===== src/rtl/core/owes_pkg.sv =====
package owes_pkg;

  // bus event kinds carried in tuser
  typedef enum logic [1:0] {
    EV_START = 2'd0,
    EV_BYTE  = 2'd1,
    EV_SLOT  = 2'd2,
    EV_ABORT = 2'd3
  } event_t;

  // function command bytes
  localparam logic [7:0] CMD_WRITE_SP = 8'h0F;
  localparam logic [7:0] CMD_READ_SP  = 8'hAA;
  localparam logic [7:0] CMD_COPY_SP  = 8'h55;
  localparam logic [7:0] CMD_READ_MEM = 8'hF0;

  localparam logic [7:0]  COPY_DONE_BYTE = 8'hAA;
  localparam logic [7:0]  PASSIVE_BYTE   = 8'hFF;
  localparam logic [7:0]  WP_CODE_RESET  = 8'h55;
  localparam logic [7:0]  EP_CODE_RESET  = 8'hAA;
  localparam logic [15:0] CRC_POLY       = 16'hA001;

  // config register indexes
  localparam logic CFG_WP_CODE = 1'b0;
  localparam logic CFG_EP_CODE = 1'b1;

  // status area addresses
  localparam logic [7:0] STATUS_BASE = 8'h80;
  localparam logic [7:0] LAST_PAGE_BYTE = 8'd127;

  // transaction phase
  typedef enum logic [3:0] {
    PH_CMD, PH_PASSIVE, PH_WS_TA1, PH_WS_TA2, PH_WS_DATA, PH_WS_CRC, PH_RS,
    PH_CP_TA1, PH_CP_TA2, PH_CP_ES, PH_CP_DONE, PH_RM_TA1, PH_RM_TA2, PH_RM_SEND
  } phase_t;

  // sequencer state
  typedef enum logic [3:0] {
    ST_CLEAR, ST_IDLE, ST_FIN_RD, ST_FIN_WB, ST_COPY, ST_DEC_RD, ST_DEC_WB, ST_RM_OUT
  } seq_t;

  // one result item toward the output register
  typedef struct packed {
    logic       valid;
    logic [7:0] tx;
    logic       err;
  } result_t;

  // 1-wire crc16, reflected, one byte
  function automatic logic [15:0] crc_step(logic [15:0] c, logic [7:0] b);
    logic [15:0] r;
    r = c ^ {8'h00, b};
    for (int k = 0; k < 8; k++) begin
      r = r[0] ? ((r >> 1) ^ CRC_POLY) : (r >> 1);
    end
    return r;
  endfunction

endpackage


===== src/rtl/core/owes_ram.sv =====
module owes_ram #(
  parameter int DEPTH = 144,
  parameter int AW    = 8
) (
  input  logic          clk,
  input  logic          we,
  input  logic [AW-1:0] addr,
  input  logic [7:0]    wdata,
  output logic [7:0]    rdata
);

  logic [7:0] mem [DEPTH];

  // single port, registered read
  always_ff @(posedge clk) begin
    if (we) begin
      mem[addr] <= wdata;
    end
    rdata <= mem[addr];
  end

endmodule


===== src/rtl/core/owes_ctrl.sv =====
module owes_ctrl #(
  parameter int MEM_BYTES  = 144,
  parameter int PAGE_BYTES = 32
) (
  input  logic                clk,
  input  logic                rst,
  input  logic [7:0]          wp_code,
  input  logic [7:0]          ep_code,
  input  logic                evt_accept,
  input  owes_pkg::event_t    evt_mode,
  input  logic [7:0]          evt_byte,
  output logic                idle,
  output owes_pkg::result_t   res
);

  localparam int AW = $clog2(MEM_BYTES);

  owes_pkg::seq_t   state, state_next;
  owes_pkg::phase_t phase;
  logic [15:0] ta;
  logic [7:0]  es;
  logic [6:0]  pflags;
  logic [3:0]  eflags;
  logic [7:0]  bidx;
  logic [15:0] crc;
  logic [2:0]  soff;
  logic        err;
  logic [7:0]  scratch [8];
  logic [AW-1:0] cnt;
  logic [2:0]  hi;
  logic        fin_and;
  logic [7:0]  pos;

  logic          ram_we;
  logic [AW-1:0] ram_addr;
  logic [7:0]    ram_wd, ram_rd;

  logic       fin_go, fin_pf, fin_loop, fin_prot;
  logic [2:0] fin_e;
  logic       copy_go;
  logic [7:0] slot_tx;
  logic [8:0] cp_a;
  logic       cp_ok;

  function automatic logic is_prot(logic [7:0] a, logic [6:0] pf, logic [3:0] ef);
    logic r, hit;
    r = 1'b0;
    hit = 1'b0;
    for (int k = 0; k < 4; k++) begin
      if (!hit && ({1'b0, a} < 9'((k + 1) * PAGE_BYTES))) begin
        hit = 1'b1;
        r = pf[k];
      end
    end
    if (!hit) begin
      if (a >= owes_pkg::STATUS_BASE && a <= owes_pkg::STATUS_BASE + 8'd3) begin
        r = pf[a[1:0]] | pf[4] | ef[a[1:0]];
      end else if (a == owes_pkg::STATUS_BASE + 8'd5) begin
        r = pf[5] | pf[4];
      end else if (a == owes_pkg::STATUS_BASE + 8'd6 || a == owes_pkg::STATUS_BASE + 8'd7) begin
        r = pf[6] | pf[4];
      end else if (a > owes_pkg::LAST_PAGE_BYTE) begin
        r = pf[4];
      end
    end
    return r;
  endfunction

  function automatic logic is_ep(logic [7:0] a, logic [3:0] ef);
    logic r, hit;
    r = 1'b0;
    hit = 1'b0;
    for (int k = 0; k < 4; k++) begin
      if (!hit && ({1'b0, a} < 9'((k + 1) * PAGE_BYTES))) begin
        hit = 1'b1;
        r = ef[k];
      end
    end
    return r;
  endfunction

  owes_ram #(.DEPTH(MEM_BYTES), .AW(AW)) u_ram (
    .clk   (clk),
    .we    (ram_we),
    .addr  (ram_addr),
    .wdata (ram_wd),
    .rdata (ram_rd)
  );

  assign idle = (state == owes_pkg::ST_IDLE);

  // scratchpad finish decision
  always_comb begin
    fin_go = 1'b0;
    fin_pf = 1'b0;
    fin_e  = bidx[2:0] - 3'd1;
    if (evt_accept && phase == owes_pkg::PH_WS_DATA) begin
      unique case (evt_mode)
        owes_pkg::EV_START: fin_go = 1'b1;
        owes_pkg::EV_ABORT: begin
          fin_go = 1'b1;
          fin_pf = 1'b1;
        end
        owes_pkg::EV_BYTE: begin
          fin_go = (bidx[2:0] == 3'd7);
          fin_e  = 3'd7;
        end
        default: fin_go = 1'b0;
      endcase
    end
    fin_prot = is_prot(ta[7:0], pflags, eflags);
    fin_loop = fin_go && (ta < 16'(4 * PAGE_BYTES))
               && (fin_prot || (is_ep(ta[7:0], eflags) && soff <= fin_e));
    copy_go = evt_accept && evt_mode == owes_pkg::EV_BYTE && phase == owes_pkg::PH_CP_ES
              && evt_byte == es && !fin_prot && !es[5];
  end

  // read slot byte
  always_comb begin
    slot_tx = owes_pkg::PASSIVE_BYTE;
    unique case (phase)
      owes_pkg::PH_WS_CRC: slot_tx = (bidx == 8'd0) ? ~crc[7:0] : ~crc[15:8];
      owes_pkg::PH_RS: begin
        priority case (bidx)
          8'd0: slot_tx = ta[7:0];
          8'd1: slot_tx = ta[15:8];
          8'd2: slot_tx = es;
          8'd3: slot_tx = scratch[soff];
          8'd4: slot_tx = ~crc[7:0];
          default: slot_tx = ~crc[15:8];
        endcase
      end
      owes_pkg::PH_CP_DONE: slot_tx = owes_pkg::COPY_DONE_BYTE;
      default: slot_tx = owes_pkg::PASSIVE_BYTE;
    endcase
  end

  // result item
  always_comb begin
    res = '0;
    if (state == owes_pkg::ST_RM_OUT) begin
      res.valid = 1'b1;
      res.tx    = ram_rd;
      res.err   = err;
    end else if (evt_accept && evt_mode == owes_pkg::EV_SLOT
                 && phase != owes_pkg::PH_RM_SEND) begin
      res.valid = 1'b1;
      res.tx    = slot_tx;
      res.err   = err;
    end else if (evt_accept && evt_mode == owes_pkg::EV_BYTE && phase == owes_pkg::PH_CMD
                 && evt_byte != owes_pkg::CMD_WRITE_SP && evt_byte != owes_pkg::CMD_READ_SP
                 && evt_byte != owes_pkg::CMD_COPY_SP && evt_byte != owes_pkg::CMD_READ_MEM)
    begin
      res.valid = 1'b1;
      res.tx    = owes_pkg::PASSIVE_BYTE;
      res.err   = 1'b1;
    end
  end

  // memory port
  assign cp_a  = 9'(pos) + 9'(cnt);
  assign cp_ok = (cp_a < 9'(MEM_BYTES)) && !is_prot(cp_a[7:0], pflags, eflags);

  always_comb begin
    ram_we   = 1'b0;
    ram_addr = bidx[AW-1:0];
    ram_wd   = scratch[cnt[2:0]];
    unique case (state)
      owes_pkg::ST_CLEAR: begin
        ram_we   = 1'b1;
        ram_addr = cnt;
        ram_wd   = 8'h00;
      end
      owes_pkg::ST_FIN_RD: ram_addr = cp_a[AW-1:0];
      owes_pkg::ST_COPY: begin
        ram_we   = cp_ok;
        ram_addr = cp_a[AW-1:0];
      end
      owes_pkg::ST_DEC_RD: ram_addr = AW'(9'(owes_pkg::STATUS_BASE) + 9'(cnt));
      default: ram_addr = bidx[AW-1:0];
    endcase
  end

  // sequencer next state
  always_comb begin
    state_next = state;
    unique case (state)
      owes_pkg::ST_CLEAR:
        if (cnt == AW'(MEM_BYTES - 1)) state_next = owes_pkg::ST_IDLE;
      owes_pkg::ST_IDLE: begin
        if (fin_loop) begin
          state_next = owes_pkg::ST_FIN_RD;
        end else if (copy_go) begin
          state_next = owes_pkg::ST_COPY;
        end else if (evt_accept && evt_mode == owes_pkg::EV_SLOT
                     && phase == owes_pkg::PH_RM_SEND) begin
          state_next = owes_pkg::ST_RM_OUT;
        end
      end
      owes_pkg::ST_FIN_RD: state_next = owes_pkg::ST_FIN_WB;
      owes_pkg::ST_FIN_WB:
        state_next = (cnt[2:0] == hi) ? owes_pkg::ST_IDLE : owes_pkg::ST_FIN_RD;
      owes_pkg::ST_COPY:
        if (cnt[2:0] == 3'd7) begin
          state_next = (9'(pos) + 9'd8 > 9'(owes_pkg::LAST_PAGE_BYTE)) ?
                       owes_pkg::ST_DEC_RD : owes_pkg::ST_IDLE;
        end
      owes_pkg::ST_DEC_RD: state_next = owes_pkg::ST_DEC_WB;
      owes_pkg::ST_DEC_WB:
        state_next = (cnt[2:0] == 3'd5) ? owes_pkg::ST_IDLE : owes_pkg::ST_DEC_RD;
      owes_pkg::ST_RM_OUT: state_next = owes_pkg::ST_IDLE;
      default: state_next = owes_pkg::ST_IDLE;
    endcase
  end

  always_ff @(posedge clk) begin
    if (rst) begin
      state <= owes_pkg::ST_CLEAR;
    end else begin
      state <= state_next;
    end
  end

  // transaction state and sequencer datapath
  always_ff @(posedge clk) begin
    if (rst) begin
      phase   <= owes_pkg::PH_CMD;
      ta      <= '0;
      es      <= '0;
      pflags  <= '0;
      eflags  <= '0;
      bidx    <= '0;
      crc     <= '0;
      soff    <= '0;
      err     <= 1'b0;
      cnt     <= '0;
      hi      <= '0;
      fin_and <= 1'b0;
      pos     <= '0;
      for (int i = 0; i < 8; i++) scratch[i] <= 8'h00;
    end else begin
      unique case (state)
        owes_pkg::ST_CLEAR: cnt <= cnt + AW'(1);
        owes_pkg::ST_IDLE: if (evt_accept) begin
          // event handling
          unique case (evt_mode)
            owes_pkg::EV_START: begin
              phase <= owes_pkg::PH_CMD;
              err   <= 1'b0;
              bidx  <= '0;
            end
            owes_pkg::EV_ABORT: phase <= owes_pkg::PH_PASSIVE;
            owes_pkg::EV_SLOT: begin
              unique case (phase)
                owes_pkg::PH_WS_CRC:
                  if (bidx == 8'd0) bidx <= 8'd1;
                  else phase <= owes_pkg::PH_PASSIVE;
                owes_pkg::PH_RS: begin
                  if (bidx < 8'd4) crc <= owes_pkg::crc_step(crc, slot_tx);
                  if (bidx == 8'd3) begin
                    if (soff == es[2:0]) bidx <= 8'd4;
                    else soff <= soff + 3'd1;
                  end else if (bidx >= 8'd5) begin
                    phase <= owes_pkg::PH_PASSIVE;
                  end else begin
                    bidx <= bidx + 8'd1;
                  end
                end
                owes_pkg::PH_RM_SEND:
                  if (9'(bidx) + 9'd1 >= 9'(MEM_BYTES)) phase <= owes_pkg::PH_PASSIVE;
                  else bidx <= bidx + 8'd1;
                default: ;
              endcase
            end
            owes_pkg::EV_BYTE: begin
              unique case (phase)
                owes_pkg::PH_CMD: begin
                  crc  <= owes_pkg::crc_step(16'h0000, evt_byte);
                  bidx <= '0;
                  priority case (evt_byte)
                    owes_pkg::CMD_WRITE_SP: phase <= owes_pkg::PH_WS_TA1;
                    owes_pkg::CMD_READ_SP: begin
                      phase <= owes_pkg::PH_RS;
                      soff  <= ta[2:0];
                    end
                    owes_pkg::CMD_COPY_SP:  phase <= owes_pkg::PH_CP_TA1;
                    owes_pkg::CMD_READ_MEM: phase <= owes_pkg::PH_RM_TA1;
                    default: begin
                      phase <= owes_pkg::PH_PASSIVE;
                      err   <= 1'b1;
                    end
                  endcase
                end
                owes_pkg::PH_WS_TA1, owes_pkg::PH_RM_TA1: begin
                  ta[7:0] <= evt_byte;
                  crc     <= owes_pkg::crc_step(crc, evt_byte);
                  phase   <= (phase == owes_pkg::PH_WS_TA1) ?
                             owes_pkg::PH_WS_TA2 : owes_pkg::PH_RM_TA2;
                end
                owes_pkg::PH_WS_TA2: begin
                  ta[15:8] <= evt_byte;
                  crc      <= owes_pkg::crc_step(crc, evt_byte);
                  soff     <= ta[2:0];
                  bidx     <= {5'd0, ta[2:0]};
                  es       <= {5'd0, ta[2:0]};
                  phase    <= owes_pkg::PH_WS_DATA;
                end
                owes_pkg::PH_WS_DATA: begin
                  scratch[bidx[2:0]] <= evt_byte;
                  crc <= owes_pkg::crc_step(crc, evt_byte);
                  if (bidx[2:0] == 3'd7) begin
                    bidx  <= '0;
                    phase <= owes_pkg::PH_WS_CRC;
                  end else begin
                    bidx <= bidx + 8'd1;
                  end
                end
                owes_pkg::PH_CP_TA1:
                  phase <= (evt_byte == ta[7:0]) ? owes_pkg::PH_CP_TA2 : owes_pkg::PH_PASSIVE;
                owes_pkg::PH_CP_TA2:
                  phase <= (evt_byte == ta[15:8]) ? owes_pkg::PH_CP_ES : owes_pkg::PH_PASSIVE;
                owes_pkg::PH_CP_ES:
                  if (copy_go) begin
                    es[7]   <= 1'b1;
                    ta[2:0] <= 3'd0;
                    pos     <= {ta[7:3], 3'd0};
                    cnt     <= '0;
                    phase   <= owes_pkg::PH_CP_DONE;
                  end else begin
                    phase <= owes_pkg::PH_PASSIVE;
                  end
                owes_pkg::PH_RM_TA2: begin
                  ta[15:8] <= evt_byte;
                  if ({evt_byte, ta[7:0]} >= 16'(MEM_BYTES)) begin
                    phase <= owes_pkg::PH_PASSIVE;
                  end else begin
                    bidx  <= ta[7:0];
                    phase <= owes_pkg::PH_RM_SEND;
                  end
                end
                default: ;
              endcase
            end
            default: ;
          endcase
          // scratchpad finish: end/status byte and merge setup
          if (fin_go) begin
            es      <= {2'b00, fin_pf, 2'b00, fin_e};
            pos     <= {ta[7:3], 3'd0};
            fin_and <= !fin_prot;
            cnt     <= fin_prot ? AW'(0) : AW'(soff);
            hi      <= fin_prot ? 3'd7 : fin_e;
          end
        end
        owes_pkg::ST_FIN_WB: begin
          scratch[cnt[2:0]] <= fin_and ? (scratch[cnt[2:0]] & ram_rd) : ram_rd;
          cnt <= cnt + AW'(1);
        end
        owes_pkg::ST_COPY: begin
          if (cnt[2:0] == 3'd7) begin
            cnt    <= '0;
            if (state_next == owes_pkg::ST_DEC_RD) begin
              pflags <= '0;
              eflags <= '0;
            end
          end else begin
            cnt <= cnt + AW'(1);
          end
        end
        owes_pkg::ST_DEC_WB: begin
          // status byte decode into protection and eprom flags
          priority case (cnt[2:0])
            3'd4: if (ram_rd == wp_code || ram_rd == ep_code) pflags[4] <= 1'b1;
            3'd5: begin
              if (ram_rd == ep_code) pflags[6:5] <= 2'b11;
              else if (ram_rd == wp_code) pflags[5] <= 1'b1;
            end
            default: begin
              if (ram_rd == wp_code) pflags[cnt[1:0]] <= 1'b1;
              if (ram_rd == ep_code) eflags[cnt[1:0]] <= 1'b1;
            end
          endcase
          cnt <= cnt + AW'(1);
        end
        default: ;
      endcase
    end
  end

  // items are taken only by the idle sequencer
  a_accept_idle: assert property (@(posedge clk) disable iff (rst)
    evt_accept |-> state == owes_pkg::ST_IDLE)
    else $error("item accepted while sequencer busy");

  // memory is written only by the clearing pass and the copy
  a_ram_write: assert property (@(posedge clk) disable iff (rst)
    ram_we |-> (state == owes_pkg::ST_CLEAR || state == owes_pkg::ST_COPY))
    else $error("unexpected memory write");

  // a memory read result follows a read slot accepted in the previous cycle
  a_rm_out: assert property (@(posedge clk) disable iff (rst)
    state == owes_pkg::ST_RM_OUT |-> $past(evt_accept) && $past(evt_mode) == owes_pkg::EV_SLOT)
    else $error("memory result without read slot");

  // copy starts only after a matching end/status byte
  a_copy_start: assert property (@(posedge clk) disable iff (rst)
    state == owes_pkg::ST_IDLE && state_next == owes_pkg::ST_COPY
    |=> phase == owes_pkg::PH_CP_DONE && es[7])
    else $error("copy without authorization");

endmodule


===== src/rtl/core/onewire_eeprom_scratchpad_slave.sv =====
// Byte-level memory-function engine of a 1-Wire 1Kbit EEPROM. Each input item is one
// bus event (tuser: 0 start, 1 master byte in tdata, 2 read slot, 3 abort); a read slot
// and a rejected command each return one item with the driven byte and the error flag.
// A read-memory slot goes through a registered memory read. Finishing write scratchpad
// reads and writes back each byte for the protected-page reload or the EPROM merge, a
// copy writes the scratchpad into its page, and a copy that reaches byte 127 or beyond
// also decodes the six control bytes again; all of these share the single memory port.
// After reset a clearing pass zeroes the memory and no item is taken meanwhile;
// configuration writes are taken at any time.
module onewire_eeprom_scratchpad_slave #(
  parameter int MEM_BYTES  = 144,
  parameter int PAGE_BYTES = 32
) (
  input  logic       clk,
  input  logic       rst,
  input  logic       s_tvalid,
  output logic       s_tready,
  input  logic [7:0] s_tdata,   // rx_byte
  input  logic [1:0] s_tuser,   // mode
  output logic       m_tvalid,
  input  logic       m_tready,
  output logic [7:0] m_tdata,   // tx_byte
  output logic       m_tuser,   // command_error
  input  logic       cfg_we,
  input  logic       cfg_index,
  input  logic [7:0] cfg_data
);

  logic [7:0] wp_code, ep_code;
  logic       idle, accept;
  owes_pkg::result_t res;

  // configuration registers
  always_ff @(posedge clk) begin
    if (rst) begin
      wp_code <= owes_pkg::WP_CODE_RESET;
      ep_code <= owes_pkg::EP_CODE_RESET;
    end else if (cfg_we) begin
      unique case (cfg_index)
        owes_pkg::CFG_WP_CODE: wp_code <= cfg_data;
        owes_pkg::CFG_EP_CODE: ep_code <= cfg_data;
        default: ;
      endcase
    end
  end

  assign s_tready = idle && !m_tvalid;
  assign accept   = s_tvalid && s_tready;

  owes_ctrl #(.MEM_BYTES(MEM_BYTES), .PAGE_BYTES(PAGE_BYTES)) u_ctrl (
    .clk        (clk),
    .rst        (rst),
    .wp_code    (wp_code),
    .ep_code    (ep_code),
    .evt_accept (accept),
    .evt_mode   (owes_pkg::event_t'(s_tuser)),
    .evt_byte   (s_tdata),
    .idle       (idle),
    .res        (res)
  );

  // output register
  always_ff @(posedge clk) begin
    if (rst) begin
      m_tvalid <= 1'b0;
    end else if (res.valid) begin
      m_tvalid <= 1'b1;
    end else if (m_tready) begin
      m_tvalid <= 1'b0;
    end
  end

  always_ff @(posedge clk) begin
    if (res.valid) begin
      m_tdata <= res.tx;
      m_tuser <= res.err;
    end
  end

endmodule


===== config.mk =====
export PLATFORM = sky130hd
export DESIGN_NAME = onewire_eeprom_scratchpad_slave
export DESIGN_NICKNAME = d
export VERILOG_FILES = /design/src/rtl/core/owes_pkg.sv /design/src/rtl/core/owes_ram.sv /design/src/rtl/core/owes_ctrl.sv /design/src/rtl/core/onewire_eeprom_scratchpad_slave.sv
export SDC_FILE = /design/constraint.sdc
export NUM_CORES = 2
export LEC_CHECK = 0
export CAP_MARGIN = 15
export CORE_UTILIZATION = 50
export CTS_CLUSTER_DIAMETER = 60
export DETAILED_ROUTE_END_ITERATION = 8
export DONT_BUFFER_PORTS = 1
export REMOVE_ABC_BUFFERS = 1
export SETUP_SLACK_MARGIN = 0.05
export SLEW_MARGIN = 20
export SYNTH_ARGS = -nofsm -noshare
export SYNTH_HDL_FRONTEND = slang
export SYNTH_HIERARCHICAL = 1
export SYNTH_SLANG_ARGS = --single-unit

===== constraint.sdc =====
create_clock -name clk -period 11.8 [get_ports clk]
set_input_delay 1.77 -clock clk [delete_from_list [all_inputs] [get_ports clk]]
set_output_delay 1.77 -clock clk [all_outputs]
set_load 0.02 [all_outputs]

==> impl_metrics.yaml <==
status:
  outcome: "complete, but fails checks"
  violations: "design-rule violations"
timing:
  clock-skew-final_ns: 0.0339
  slew_viol_final: 0
  rsz0062_at_grt: "false"
  finalSetupTns_ns: 0
  setup_violations: 0
  hold_viol_final: 0
  min_period_ns: 6.22
  slew_headroom_pct: 19.2
  post-route-period-util_pct: 52.7
  worstMarginPinSlew_ns: 1.21
  fmax_mhz: 161
routing:
  wire_per_inst_microns: 28.1
  via_count: 33600
  via_per_inst: 6.21
  wl_microns: 152000
  drc: 1
  drt_iter0_markers: 3568
  ant_nets: 0
  firstDrtPassIters: 8
global_routing:
  gr-total-overflow: 0
  antenna_found_initial: 0
  grt_max_degree: 145
  grtUsageTotal_pct: 26.0
  grt_pass1_wl_microns: 223000
  grt_pass1_vias: 32400
clock_network:
  numCtsBuffers: 148
  cts_tree: "done"
  clock_sink_count: 1341
  cts.hold.buffers_added: 0
  ctsLongestPathBuffers: 3
  cts_setup_buffers: 0
  clk_latency_ns: 0.77
  htreeDepth: 4
  cts_root_buf: "clkbuf_16"
  clkTransAtPathRegs_ns: 0.06
  cts_resized: 0
yosys:
  synth-seq-cells: 1341
  syn-cell-area_sq_um: 58100
  synth_flop_cell: "edfxtp_1"
  synth_most_common_cell: "edfxtp_1"
  yosysTopAreaCell: "edfxtp_1"
  yosys-top-cells-area: "edfxtp_1, mux2i_1, dfxtp_1"
  yosysSeqAreaShare_pct: 67.4
  syn_inst: 3811
  netlist.area_leader.share_pct: 63.4
  yosysWarnings: 6
  synth-edff-count: 1225
  async_flop_share_pct: 0
  netlist_top_cells_count: "edfxtp_1, mux2i_1, nor2_1, a22oi_1, a21oi_1"
  syn_avg_cell_area_sq_um: 15.2
  synth.distinct_cells: 87
setup_path:
  rr_endpoint: "u_ctrl/u_ram/rdata[6]"
  reg2reg_slack_ns: 5.58
  startpoint: "u_ctrl/state[1]"
  r2r_cells: 13
  r2r-start: "u_ctrl/state[1]"
  startpoint_type: "flop"
  required_ns: 12.49
  critPathCapture: "u_ctrl/u_ram/rdata[6]"
  cp-end-kind: "flop"
  crit_type: "flop to flop"
  cp_max_fo: 144
  worstPathArrival_ns: 6.91
floorplan:
  core_area_sq_um: 115000
  start_util_pct: 50.6
  dieWidth_microns: 343
  ioPinCount: 35
  placementRows: 124
  die_height_microns: 343
  die-area_sq_um: 117000
placed_design:
  dp.cells: 5140
  numPortBuffers: 0
  dp_hpwl_microns: 94300
  gp_congestion: 0.856
power_and_ir_drop:
  power.density_nw_per_um2: 163
  p_leak_uw: 0.0199
  peakVddDrop_v: 0.000146
flow_run:
  drv_cap: 0
hold_path:
  worstHoldPathType: "flop to flop"
final_layout:
  diodes: 0
  synthToLayoutAreaGrowth_pct: 10.3
  fin_cells: 5416
  layout.nets: 3846
  drive_gt1_share_pct: 11.7
-- cells by family (layout without fill, tap and decap cells) --
kind of cell             count (synthesis)  after routing  share of synthesized area, %
buffers and inverters                  282            375                          2.96
flip-flops                            1341           1341                          67.4
AND/OR/NAND/NOR                        744            744                          5.88
AO/OA/AOI/OAI                          677            677                          7.98
adder cells (fa/ha/maj)                 44             44                         0.957
multiplexers                           612            612                          13.1
XOR/XNOR                               110            110                          1.71
other                                    1              1                       0.00646
-- area by class of cell --
type / count / area [sq um]
tap: 1512 / 1890
clock inverter: 85 / 970
sequential: 1341 / 39100
clock buffer: 190 / 3970
timing repair buffer: 67 / 556
multi-input combinational: 2188 / 17400
inverter: 33 / 124
fill: 9016 / 50600
-- where the power goes --
group	total [uW]	leakage (uW)	internal, uW	switching [uW]
sequential	5310	0.0121	5270	33.1
combinational	455	0.00541	137	319
clock	4650	0.00240	2730	1910
-- flip-flops by register name, summed over array words and instances, names as in the netlist, 4 cells and up, named ones only --
| signal | count |
|---|---|
| u_ctrl/crc | 16 |
| m_tdata | 8 |
| u_ctrl/eflags | 4 |
| ep_code | 8 |
| wp_code | 8 |
| u_ctrl/phase | 4 |
| u_ctrl/ta | 16 |
| u_ctrl/cnt | 8 |
| u_ctrl/state | 4 |
| u_ctrl/u_ram/rdata | 8 |
| u_ctrl/pflags | 7 |
| u_ctrl/pos | 5 |
| u_ctrl/bidx | 8 |
| u_ctrl/es | 5 |
| u_ctrl/u_ram/mem | 1152 |
| u_ctrl/scratch | 64 |
-- critical path, stage by stage (launching register included) --
cell	delay, ns
dfxtp_1	0.80
xor2_1	0.17
and2_1	0.23
nor2_1	0.61
nand2_1	0.22
o21ai_4	0.32
buf_12	0.62
buf_12	0.78
mux2i_1	0.17
a22oi_1	0.27
a21oi_1	0.16
o41ai_2	0.97
nand4_1	0.41
o21ai_1	0.27
-- placed cells by master (no fill, tap or decap), types with 10 or more instances in the layout --
| cell | instances |
|---|---|
| a21oi_1 | 211 |
| buf_4 | 61 |
| clkinv_1 | 25 |
| inv_6 | 10 |
| o21ai_0 | 52 |
| mux4_1 | 20 |
| a22oi_1 | 232 |
| bufinv_16 | 15 |
| clkinv_2 | 24 |
| xor2_1 | 43 |
| mux2i_1 | 484 |
| edfxtp_1 | 1225 |
| a221o_1 | 12 |
| nand4_1 | 23 |
| nand2_1 | 128 |
| inv_1 | 32 |
| a211oi_1 | 22 |
| dfxtp_1 | 116 |
| nor3_1 | 23 |
| o41ai_2 | 14 |
| clkbuf_1 | 35 |
| nand3_1 | 43 |
| nor2_1 | 361 |
| nor4_1 | 12 |
| mux4_2 | 93 |
| and3_1 | 18 |
| nand3b_1 | 10 |
| xnor2_1 | 65 |
| mux2_2 | 15 |
| o41ai_1 | 14 |
| nor2b_1 | 19 |
| ha_1 | 42 |
| nand2b_1 | 37 |
| clkbuf_16 | 151 |
| a31oi_1 | 15 |
-- layer usage --
metal	routed length, microns	track usage (%)	part of all wire (%)
met1	66200	37.2	43
met2	71900	40.7	47
met3	10300	4.29	6.8
met4	4040	8.23	2.6
met5	0	0	0
-- per-stage QoR --
stage / hold slack [ns] / instance area, sq um / total power, uW / setup slack, ns / utilization (%)
after floorplan: 0.434 / 56500 / 6090 / -54.50 / -
after global placement: 0.452 / 59000 / 5860 / 5.05 / 51.5
after detailed placement: 0.462 / 59100 / 5860 / 5.46 / 51.5
after CTS: 0.458 / 64000 / 10500 / 5.48 / 55.8
after global routing: 0.480 / 64000 / 10700 / 5.29 / 55.9
final: 0.456 / 64000 / 10400 / 5.58 / 55.9
-- how the worst min path moves through the flow --
stage               slack (ns)          start            end  depth (start not counted)
floorplan                 0.43   u_ctrl/es[5]   u_ctrl/es[5]                          2
global placement          0.45  u_ctrl/crc[9]  u_ctrl/crc[1]                          2
detailed placement        0.46  u_ctrl/crc[9]  u_ctrl/crc[1]                          2
CTS                       0.46  u_ctrl/crc[9]  u_ctrl/crc[1]                          2
global route              0.48   u_ctrl/hi[1]   u_ctrl/hi[1]                          2
finish                    0.46  u_ctrl/crc[9]  u_ctrl/crc[1]                          2
Note: power is estimated with default switching activity, not from simulation.
